===== src/design/lpnt_pkg.sv =====
// shared constants, codes and control structs of the linear probe node table
`timescale 1ns / 1ps
package lpnt_pkg;

	localparam int unsigned TABLE_ENTRIES_DEF = 16384;

	localparam int unsigned KEY_W    = 64;
	localparam int unsigned FOLD_W   = 32;
	localparam int unsigned PLY_W    = 10;
	localparam int unsigned CMD_W    = 2;
	localparam int unsigned STATUS_W = 3;
	localparam int unsigned SLOT_W   = 14;
	localparam int unsigned USED_W   = 15;
	localparam int unsigned THR_W    = 10;
	localparam int unsigned PADDR_W  = 5;
	localparam int unsigned PDATA_W  = 64;

	localparam int unsigned PERMILLE      = 1000;
	localparam logic [THR_W-1:0] THR_RESET = THR_W'(800);

	// request codes
	localparam logic [CMD_W-1:0] CMD_LOOKUP = 2'd0;
	localparam logic [CMD_W-1:0] CMD_INSERT = 2'd1;
	localparam logic [CMD_W-1:0] CMD_CLEAR  = 2'd2;

	// result codes
	localparam logic [STATUS_W-1:0] ST_HIT       = 3'd0;
	localparam logic [STATUS_W-1:0] ST_INSERTED  = 3'd1;
	localparam logic [STATUS_W-1:0] ST_MISS      = 3'd2;
	localparam logic [STATUS_W-1:0] ST_EXHAUSTED = 3'd3;
	localparam logic [STATUS_W-1:0] ST_CLEARED   = 3'd4;

	// register indexes (byte address 8*i)
	localparam logic [1:0] REG_SIDE_KEY_FIRST  = 2'd0;
	localparam logic [1:0] REG_SIDE_KEY_SECOND = 2'd1;
	localparam logic [1:0] REG_FULL_THRESHOLD  = 2'd2;

	typedef struct packed {
		logic             used;
		logic [KEY_W-1:0] position_key;
		logic [KEY_W-1:0] hand_hash;
		logic             side;
		logic [PLY_W-1:0] ply;
	} entry_t;

	localparam int unsigned ENTRY_W = $bits(entry_t);

	// controller to datapath
	typedef struct packed {
		logic                capture;
		logic                zero_count;
		logic                probe_rd;
		logic                step;
		logic                insert;
		logic                clr_wr;
		logic                set_res;
		logic                res_sel_idx;
		logic [STATUS_W-1:0] res_status;
		logic                load_out;
	} lpnt_cmd_t;

	// datapath to controller
	typedef struct packed {
		logic req_insert;
		logic used;
		logic match;
		logic wrap;
		logic clr_last;
		logic out_free;
	} lpnt_stat_t;

endpackage


===== src/design/lpnt_ctrl.sv =====
// controller state machine: clear sweep, probe loop and result handoff
`timescale 1ns / 1ps
module lpnt_ctrl
	import lpnt_pkg::*;
(
	input  logic             clk,
	input  logic             arst_n,
	input  logic             in_valid,
	input  logic [CMD_W-1:0] in_cmd,
	output logic             in_ready,
	input  lpnt_stat_t       stat,
	output lpnt_cmd_t        cmd
);

	typedef enum logic [2:0] {
		S_CLEAR,
		S_IDLE,
		S_READ,
		S_CMP,
		S_RESULT
	} state_t;

	state_t state_q, state_nxt;
	logic   from_req_q, from_req_nxt;
	logic   ready_q;
	logic   accept;

	assign in_ready = ready_q;
	assign accept   = in_valid & ready_q;

	always_comb begin
		cmd          = '0;
		state_nxt    = state_q;
		from_req_nxt = from_req_q;
		case (state_q)
			S_CLEAR: begin
				cmd.clr_wr = 1'b1;
				if (stat.clr_last) begin
					if (from_req_q) begin
						cmd.set_res    = 1'b1;
						cmd.res_status = ST_CLEARED;
						state_nxt      = S_RESULT;
					end else begin
						state_nxt = S_IDLE;
					end
				end
			end
			S_IDLE: begin
				if (accept) begin
					cmd.capture = 1'b1;
					if (in_cmd == CMD_CLEAR) begin
						cmd.zero_count = 1'b1;
						from_req_nxt   = 1'b1;
						state_nxt      = S_CLEAR;
					end else begin
						state_nxt = S_READ;
					end
				end
			end
			S_READ: begin
				cmd.probe_rd = 1'b1;
				state_nxt    = S_CMP;
			end
			S_CMP: begin
				if (!stat.used) begin
					cmd.set_res = 1'b1;
					if (stat.req_insert) begin
						cmd.insert      = 1'b1;
						cmd.res_sel_idx = 1'b1;
						cmd.res_status  = ST_INSERTED;
					end else begin
						cmd.res_status = ST_MISS;
					end
					state_nxt = S_RESULT;
				end else if (stat.match) begin
					cmd.set_res     = 1'b1;
					cmd.res_sel_idx = 1'b1;
					cmd.res_status  = ST_HIT;
					state_nxt       = S_RESULT;
				end else if (stat.wrap) begin
					cmd.set_res    = 1'b1;
					cmd.res_status = ST_EXHAUSTED;
					state_nxt      = S_RESULT;
				end else begin
					cmd.step  = 1'b1;
					state_nxt = S_READ;
				end
			end
			S_RESULT: begin
				// wait for room in the output register
				if (stat.out_free) begin
					cmd.load_out = 1'b1;
					state_nxt    = S_IDLE;
				end
			end
			default: begin
				state_nxt = S_IDLE;
			end
		endcase
	end

	always_ff @(posedge clk or negedge arst_n) begin
		if (!arst_n) begin
			state_q    <= S_CLEAR;
			from_req_q <= 1'b0;
			ready_q    <= 1'b0;
		end else begin
			state_q    <= state_nxt;
			from_req_q <= (state_nxt == S_CLEAR) ? from_req_nxt : 1'b0;
			ready_q    <= (state_nxt == S_IDLE);
		end
	end

endmodule


===== config.mk =====
export PLATFORM = sky130hd
export DESIGN_NAME = lpnt_ctrl
export DESIGN_NICKNAME = d
export VERILOG_FILES = /design/src/design/lpnt_pkg.sv /design/src/design/lpnt_ctrl.sv
export SDC_FILE = /design/constraint.sdc
export NUM_CORES = 1
export LEC_CHECK = 0
export BUFFER_PORTS_ARGS = -buffer_cell sky130_fd_sc_hd__buf_4
export CELL_PAD_IN_SITES_DETAIL_PLACEMENT = 1
export CELL_PAD_IN_SITES_GLOBAL_PLACEMENT = 2
export CORE_MARGIN = 5
export CORE_UTILIZATION = 21
export CTS_CLUSTER_SIZE = 24
export DETAILED_ROUTE_END_ITERATION = 8
export PLACE_DENSITY_LB_ADDON = 0.1
export RECOVER_POWER = 100
export REMOVE_ABC_BUFFERS = 1
export SLEW_MARGIN = 20
export SYNTH_ARGS = -nofsm -noshare
export SYNTH_HDL_FRONTEND = slang
export SYNTH_SLANG_ARGS = --single-unit
export TNS_END_PERCENT = 50

===== constraint.sdc =====
create_clock -name clk -period 1.7 [get_ports clk]
set_input_delay 0.17 -clock clk [delete_from_list [all_inputs] [get_ports clk]]
set_output_delay 0.17 -clock clk [all_outputs]
set_load 0.03 [all_outputs]

# Word-level counts from Yosys, hierarchy flattened
# Cells that the tools add are included.
[op_classes]
n_eq_ne = 9
n_mux = 40
bitwise = 1
reduce_logical = 3
[op_table]
columns = ["cell", "count"]
rows = [
  ["$mux W3", 9],
  ["$mux W1", 20],
  ["$pmux W3 S5", 1],
  ["$mux W2", 7],
  ["$eq A3 B1 Y1 const B", 2],
  ["$eq A3 B2 Y1 const B", 2],
  ["$logic_not A3 Y1", 2],
  ["$pmux W3 S2", 1],
  ["$mux W5", 1],
  ["$ne A2 B2 Y1 const B", 2],
  ["$eq A3 B3 Y1 const B", 1],
  ["$reduce_and A3 Y1", 1],
  ["$eq A2 B2 Y1 const B", 1],
  ["$ne A2 B1 Y1 const B", 1],
  ["$pmux W1 S2", 1],
  ["$and A1 B1 Y1", 1],
]
[totals]
output_inout_bits = 13
elab_cells = 56
reg_bits = 5

# Depth between registers and ports, before layout
# Gate-level depths: netlist of run 1.
[depth]
word_depth = 7
mapped_depth = 4

# Least setup slack after synthesis of run 1
# Ideal clock, no wire load.
[synth_path]
kind = "flip-flop to output port"
start = "reg state_q[0]"
end = "out cmd[5] (netlist bit)"
setup_slack_ps = 68
path_stages_with_launch = 4
arrival_time_ps = 1462
cell_sequence = "dfrtp_1 -> or2_1 -> buf_6 -> o21ai_0"
[synth_rtl]
columns = ["item", "line", "rtl"]
rows = [
  ["start: declaration", "lpnt_ctrl.sv:23", "state_t state_q, state_nxt;"],
  ["start signal: assignment", "lpnt_ctrl.sv:108", "state_q <= state_nxt;"],
  ["end: declaration", "lpnt_ctrl.sv:12", "output lpnt_cmd_t cmd"],
]

==> results of run 1 <==
[timing repair]
| action | in CTS | in global routing |
|---|---|---|
| setup endpoints to repair | 1 | 2 |
| cloned | 0 | 0 |
| setup buffers | 1 | 1 |
| hold buffers | 1 | 0 |
| hold endpoints to repair | 5 | 0 |
| pin swaps | 0 | 1 |
| gates resized for setup | 1 | 3 |
[area by class of cell]
| type | count | area (µm²) |
|---|---|---|
| inverter | 2 | 7.507 |
| clock buffer | 4 | 26.28 |
| fill | 241 | 1281 |
| multi-input combinational | 39 | 262.8 |
| tap | 27 | 33.78 |
| timing repair buffer | 26 | 162.7 |
| sequential | 5 | 127.6 |
[path summary, 6_finish.rpt]
check                             end
setup / recovery              cmd[10]
hold / removal             state_q[1]
setup reg to reg             in_ready
hold reg to reg            from_req_q
max in group asynchronous  state_q[1]
min in group asynchronous    in_ready
[routing by layer]
layer / GRT usage / part of all wire / vias to the layer above
li1: - / - / 226
met1: 0.1232 / 0.46 / 200
met2: 0.1492 / 0.47 / 13
met3: 0.01662 / 0.047 / 5
met4: 0.06224 / 0.026 / 0
met5: 0 / 0 / -
[cell families (layout without fill, tap and decap cells)]
family / Yosys count / count (layout)
buf+inv: 3 / 32
compound gates: 13 / 13
flops: 5 / 5
simple gates: 26 / 26
[through the flow]
stage | hold WS, ns | util | instances
after global routing | 0.2785 | 0.3263 | 103
after global placement | -0.02323 | 0.3164 | 96
after detailed placement | -0.02224 | 0.3164 | 96
after CTS | 0.2338 | 0.3434 | 102
after floorplan | -0.1256 | - | 46
final | 0.2412 | 0.3263 | 103
[Yosys cell counts (all sizes together)]
cell,count
nand2,3
o211a,1
nor2,5
or4,1
inv,2
a21o,2
nor2b,1
nand3b,3
dfrtp,5
a211oi,1
and2b,1
nor3b,1
or3b,1
a21oi,4
o32a,1
buf,1
o21ai,2
o221ai,1
o31ai,1
or2,2
or3,1
nand2b,6
and2,1
[worst register-to-register path: stages (launching register included)]
cell and delay (ns):
dfrtp_2 0.44, or2_1 0.33, o32a_2 0.45, o211a_1 0.12
[flip-flops by register name, indices dropped and copies added, names as in the netlist]
signal	cells
state_q	3
in_ready	1
from_req_q	1
[power groups by stage]
| stage | Clock (mW) | Sequential (mW) | Combinational, mW |
|---|---|---|---|
| after global placement | 0 | 0.225 | 0.561 |
| after CTS | 0.145 | 0.223 | 0.594 |
| after floorplan | 0 | 0.234 | 0.353 |
| after detailed placement | 0 | 0.225 | 0.556 |
| after global routing | 0.152 | 0.243 | 0.587 |
| final | 0.139 | 0.229 | 0.534 |
==> metrics.md, run 1 <==
| Metric | Value |
|---|---|
| Status | `completed` |
| Seq cells post-synth | `5` |
| Final period util | `0.9569` |
| Die ar. | `roughly 2900 µm²` |
| Worst Clk Skew | `~0.0044 ns` |
| Internal power | `approximately 0.46 mW` |
| Final ANT Viol Nets | `0` |
| Final setup violation count | `0` |
| PortBufs | `23` |
| Die width | `54.01 µm` |
| Clk root buf | `clkbuf_4` |
| Ports | `24` |
| Max-cap viol count | `0` |
| Post-Syn Instances | `47` |
| Multiplexer share of the synthesized area | `0` |
| Slowest CP cell | `or4_4` |
| Mapped Area | `~410 µm²` |
| Final Hold Fails | `0` |
| Leak Pwr | `~0.3 nW` |
| Unrepaired setup endpoints after global routing | `false` |
| Slew of the pin with the lowest slew margin | `approximately 0.37 ns` |
| Crit-path max FO | `7` |
| Post-route setup slack | `0.07324 ns` |
| Total Wirelength | `approximately 1200 µm` |
| Largest net degree at the start of global routing | `8` |
| Crit path max-delay family | `simple AND/OR/NAND/NOR gates` |
| Net switching power | `0.4399 mW` |
| Final Critical Period | `approximately 1.6 ns` |
| Crit path cell chain | `or4_4, inv_1, buf_4` |
| DR pass1 iterations | `3` |
| Initial antenna violation count | `0` |
| Clk pwr share | `0.154` |
| Inserted Clock Buffers | `3` |
| Vert. Die Dim | `between 50 and 60 µm` |
| Final Power | `0.9026 mW` |
| Post-Route Setup TNS | `0 ns` |
| Most common cell after layout, fill and taps aside | `buf_4` |
| Overall Global Routing Usage | `0.09687` |
| DRC errors left | `0` |
| Synth top area share | `0.3077` |
| Seq pwr share | `0.254` |
| Clock tree buffer depth | `2` |
| Xor/xnor cell area share of the yosys netlist | `0` |
| Post-detail-place hpwl | `approximately 1000 µm` |
| Via count | `444` |
| Rel. slew slack | `0.7515` |
| Hold path startpoint | `in_cmd[0]` |
| Clock sinks | `5` |
| Reg2Reg Depth | `3` |
| Dpl cell area | `about 600 µm²` |
| Row count | `16` |
| R2r startpoint | `state_q[0]` |
| Buf+Inv Stages, Crit Path | `2` |
| Clock slew at reported path FFs | `around 0.05 ns` |
| Combinational family with the most area after synthesis | `simple AND/OR/NAND/NOR gates` |
| Synth Area in Adders | `0` |
| Core area | `approximately 1900 µm²` |
| Crit path DAT | `roughly 1.5 ns` |
| Mapped Avg Cell Area | `about 8.7 µm²` |
| Hold crit path type | `input port to flop` |
| Net switching fraction of the power | `0.4874` |
| Starting Density | `0.2138` |
| Vias in the first global route | `460` |
| Crit path largest cell delay | `0.55 ns` |
| Place WS | `between 0.2 and 0.25 ns` |
| Sequential area share after synthesis | `0.3077` |
| Worst VDD drop | `about 0.00053 V` |
| Compound-Gate Fraction of Synth Area | `0.2677` |
| Avg WL per Cell | `11.94 µm` |
| Cell taking the most area after synthesis | `dfrtp_1` |
| Synth warn | `0` |
| Cell depth of the worst setup path | `3` |
| Synth top area cells | `dfrtp_1 31%, nand2b_1 9.2%, nand3b_1 5.5%, o32a_4 5.5%, a21oi_1 4.9%` |
| Worst hold stages | `3` |
| N_diodes | `0` |
| Crit start category | `flop` |
| Flop-to-flop setup slack | `0.24 ns` |
| Fin area | `between 600 and 700 µm²` |
| PD cells | `roughly 1500 nW/µm²` |
| CTS tree | `yes` |
| Most frequent cells in the layout | `12 x buf_4, 10 x clkbuf_2, 5 x nor2_1, 5 x nand2b_1, 4 x a21oi_1` |
| Total congestion overflow | `0` |
| DRT iter0 DRCs | `2` |
| Global-route wire length before repair | `slightly below 2000 µm` |
| CP Class | `flop to primary output` |
| Post-synthesis simple-gate area fraction | `0.3785` |
| CP startpoint | `state_q[1]` |
| Critical path endpoint category | `primary output` |
| Max Clk Rate | `around 610 MHz` |
| Synth cell types | `24` |
| Nets | `88` |
| Worst skew pair latency | `between 0.2 and 0.25 ns` |
| Combinational group share of total power | `0.592` |
| CP required | `roughly 1.5 ns` |
| Final Wtd Congestion | `slightly below 0.7` |
| Synth-to-Final Area Change | `52.62%` |
| Share of cells above drive strength 1 | `0.4737` |
| Vias per inst | `around 4.3` |
| Htree depth | `1` |
| Pins Over Slew Limit | `0` |
No activity file was read; power rests on OpenSTA's default activity.
==> run 2, diff against run 1 <==
--- a/config.mk
+++ b/config.mk
@@ -5,12 +5,13 @@
 export SDC_FILE = /design/constraint.sdc
 export NUM_CORES = 1
 export LEC_CHECK = 0
+export ABC_AREA = 1
 export BUFFER_PORTS_ARGS = -buffer_cell sky130_fd_sc_hd__buf_4
 export CELL_PAD_IN_SITES_DETAIL_PLACEMENT = 1
 export CELL_PAD_IN_SITES_GLOBAL_PLACEMENT = 2
 export CORE_MARGIN = 5
-export CORE_UTILIZATION = 21
-export CTS_CLUSTER_SIZE = 24
+export CORE_UTILIZATION = 19
+export CTS_CLUSTER_SIZE = 25
 export DETAILED_ROUTE_END_ITERATION = 8
 export PLACE_DENSITY_LB_ADDON = 0.1
 export RECOVER_POWER = 100
==> run 2 against run 1 <==
  * Global-route usage down 1.4 points
  * Area after synthesis is 8.0% higher
  * Worst setup slack gained 0.080 ns
  * Register-to-register slack better by 0.19 ns
  * Wire length is 2.2% higher
  * Die area increased by 16%
  * Fmax rose by 5.2%
==> metrics.md, run 2 <==
| Metric | Value |
|---|---|
| Crit path max-delay family | `simple AND/OR/NAND/NOR gates` |
| Crit path DAT | `1.38 ns` |
| Htree depth | `1` |
| Final ANT Viol Nets | `0` |
| Number of flops mapped to enable cells by yosys | `0` |
| Combinational group share of total power | `0.637` |
| CP required | `1.53 ns` |
| Hold Worst Slack | `between 0.3 and 0.4 ns` |
| Critical path endpoint category | `primary output` |
| Ys flop type | `dfrtp_1` |
| Starting Density | `0.1985` |
| Status | `completed` |
| Largest net degree at the start of global routing | `8` |
| Vert. Die Dim | `58.08 µm` |
| Final Wtd Congestion | `0.7122` |
| Sequential area share after synthesis | `0.2849` |
| FFs w/ async S/R, synth | `1.000` |
| Total congestion overflow | `0` |
| Synth cell count leaders | `19 x nand2_1, 17 x inv_1, 10 x nor2_1` |
| DRT iter0 DRCs | `3` |
| Post-detail-place hpwl | `around 1100 µm` |
| Slowest CP cell | `dfrtp_2` |
| Synth cell types | `15` |
| CP Class | `flop to primary output` |
| Synth Area in Adders | `0` |
| Cell taking the most area after synthesis | `dfrtp_1` |
| Die ar. | `between 3000 and 4000 µm²` |
| Post-CTS Setup Bufs | `0` |
| FILL cells | `between 300 and 400` |
| Worst skew pair latency | `0.24 ns` |
| Mapped Avg Cell Area | `just under 6 µm²` |
| DR pass1 iterations | `2` |
| Synth top area cells | `dfrtp_1 28%, nand2_1 16%, inv_1 15%, nor2_1 8.5%, nor2_2 7.1%` |
| Most frequent CP cell | `nor2_1` |
| Final Critical Period | `~1.5 ns` |
| Ports | `24` |
| Clk pwr share | `0.140` |
| Buf+Inv Stages, Crit Path | `1` |
| Avg WL per Cell | `9.595 µm` |
| Core area | `around 2200 µm²` |
| Crit path largest cell delay | `about 0.43 ns` |
| Register Area | `between 100 and 150 µm²` |
| Net switching fraction of the power | `0.5313` |
| Clock sinks | `5` |
| CTS tree | `yes` |
| Seq pwr share | `0.222` |
| Worst VDD drop | `roughly 0.00065 V` |
| Slew of the pin with the lowest slew margin | `0.3727 ns` |
| Clock tree buffer depth | `2` |
| Most frequent cells in the layout | `19 x nand2_1, 18 x inv_1, 14 x buf_4` |
| Rel. slew slack | `0.7526` |
| Max reg flops | `3` |
| Final setup violation count | `0` |
| Inserted Clock Buffers | `3` |
| Vias per inst | `between 3 and 4` |
| Synth top area share | `0.2849` |
| Nets | `115` |
| Initial antenna violation count | `0` |
| Worst Clk Skew | `0.003687 ns` |
| Max Clk Rate | `646.5 MHz` |
| Biggest register | `state_q` |
| Multiplexer share of the synthesized area | `0` |
| Via count | `514` |
| Hold crit path type | `input port to async pin` |
| Crit path cell chain | `nor2_1, nand2_2, nor2_1, buf_4` |
| Global-route wire length before repair | `2097 µm` |
| Most frequent cell after synthesis | `nand2_1` |
| Net switching power | `~0.52 mW` |
| Post-Route Setup TNS | `0 ns` |
| Max-cap viol count | `0` |
| Final period util | `0.9099` |
| Leak Pwr | `about 0.41 nW` |
| PD cells | `approximately 1500 nW/µm²` |
| Xor/xnor cell area share of the yosys netlist | `0` |
| DRC errors left | `0` |
| Share of cells above drive strength 1 | `0.3010` |
| Vias in the first global route | `between 500 and 600` |
| Combinational family with the most area after synthesis | `simple AND/OR/NAND/NOR gates` |
| Row count | `17` |
| Post-synthesis simple-gate area fraction | `0.4672` |
| N_diodes | `0` |
| Post-Syn Instances | `75` |
| Clock slew at reported path FFs | `roughly 0.040 ns` |
| Unrepaired setup endpoints after global routing | `false` |
| Die width | `between 50 and 60 µm` |
| Crit-path max FO | `7` |
| Final Hold Fails | `0` |
| Mapped Area | `~440 µm²` |
| Seq cells post-synth | `5` |
| Internal power | `~0.46 mW` |
| Area of the multi-input gates | `225.2 µm²` |
| Crit start category | `flop` |
| Synth warn | `0` |
| Overall Global Routing Usage | `0.08280` |
| Total Wirelength | `around 1300 µm` |
| Compound-Gate Fraction of Synth Area | `0.07692` |
| Most common cell after layout, fill and taps aside | `nand2_1` |
| PortBufs | `23` |
| Clk root buf | `clkbuf_4` |
| Synth-to-Final Area Change | `46.72%` |
| Pins Over Slew Limit | `0` |
## run 2: cell count changes after synthesis, sizes merged, moves of 2 or more
cell | before | now
a21o | 2 | 0
nand2 | 3 | 20
nor3 | 0 | 2
inv | 2 | 20
nor2 | 5 | 16
nand2b | 6 | 0
or2 | 2 | 0
nand3 | 0 | 5
nand3b | 3 | 1
## run 2: what timing repair did
action,CTS,global route
setup endpoints to repair,0,1
hold buffers,1,0
resized for setup,0,1
hold endpoints to repair,5,0
## run 2: stage by stage
stage	std cells	utilization	setup slack, ns	area (µm²)	power [mW]
2_1_floorplan	75	-	0.1679	439.2	0.7053
3_3_place_gp	126	0.2924	0.4758	646.9	0.9208
3_5_place_dp	126	0.2924	0.4300	646.9	0.9198
4_1_cts	131	0.3088	0.1639	683.2	1.066
5_1_grt	131	0.2913	0.02202	644.4	1.082
6_report	131	0.2913	0.1532	644.4	0.9769
## run 2: power by group through the flow
stage	Clock, mW	Combinational [mW]	Sequential (mW)
final	0.137	0.622	0.217
after global routing	0.156	0.700	0.226
after CTS	0.144	0.698	0.223
after detailed placement	0	0.694	0.226
after global placement	0	0.694	0.227
after floorplan	0	0.468	0.238
## run 2: layout make-up
| class | count | area share |
|---|---|---|
| multi-input cells | 50 | 0.3495 |
| repair buffers | 24 | 0.2427 |
| flip-flops and latches | 5 | 0.1961 |
| inverters | 20 | 0.1165 |
| well taps | 28 | 0.05437 |
| clock buffers | 4 | 0.04078 |
## run 2: path summary, 6_finish.rpt
| check | start | endpoint | slack (ns) | cells after the start |
|---|---|---|---|---|
| max in group asynchronous | arst_n | state_q[0] | 1.17 | 2 |
| min | arst_n | state_q[2] | 0.30 | 2 |
| min in group clk | in_cmd[1] | state_q[1] | 0.32 | 4 |
| min reg2reg | from_req_q | from_req_q | 0.64 | 4 |
| max | state_q[0] | cmd[3] | 0.15 | 4 |
| max reg2reg | state_q[2] | in_ready | 0.43 | 6 |
## run 2: worst reg2reg max path: stages, from the launching register on
cell     delay (ns)
dfrtp_1        0.41
inv_1          0.15
nand3_1        0.17
nor2_1         0.17
nand2_1        0.08
nand3_1        0.11
a21oi_1        0.05
## run 2: logic make-up (layout without fill, tap and decap cells)
logic type             Yosys count  after routing
AND/OR/NAND/NOR                 44             44
buffers and inverters           20             48
AO/OA/AOI/OAI                    6              6
flip-flops                       5              5
## run 2: metal layers
layer	part of all wire	GRT usage
met1	0.44	0.09043
met2	0.48	0.1371
met3	0.068	0.03563
met4	0.015	0.03974
met5	0	0
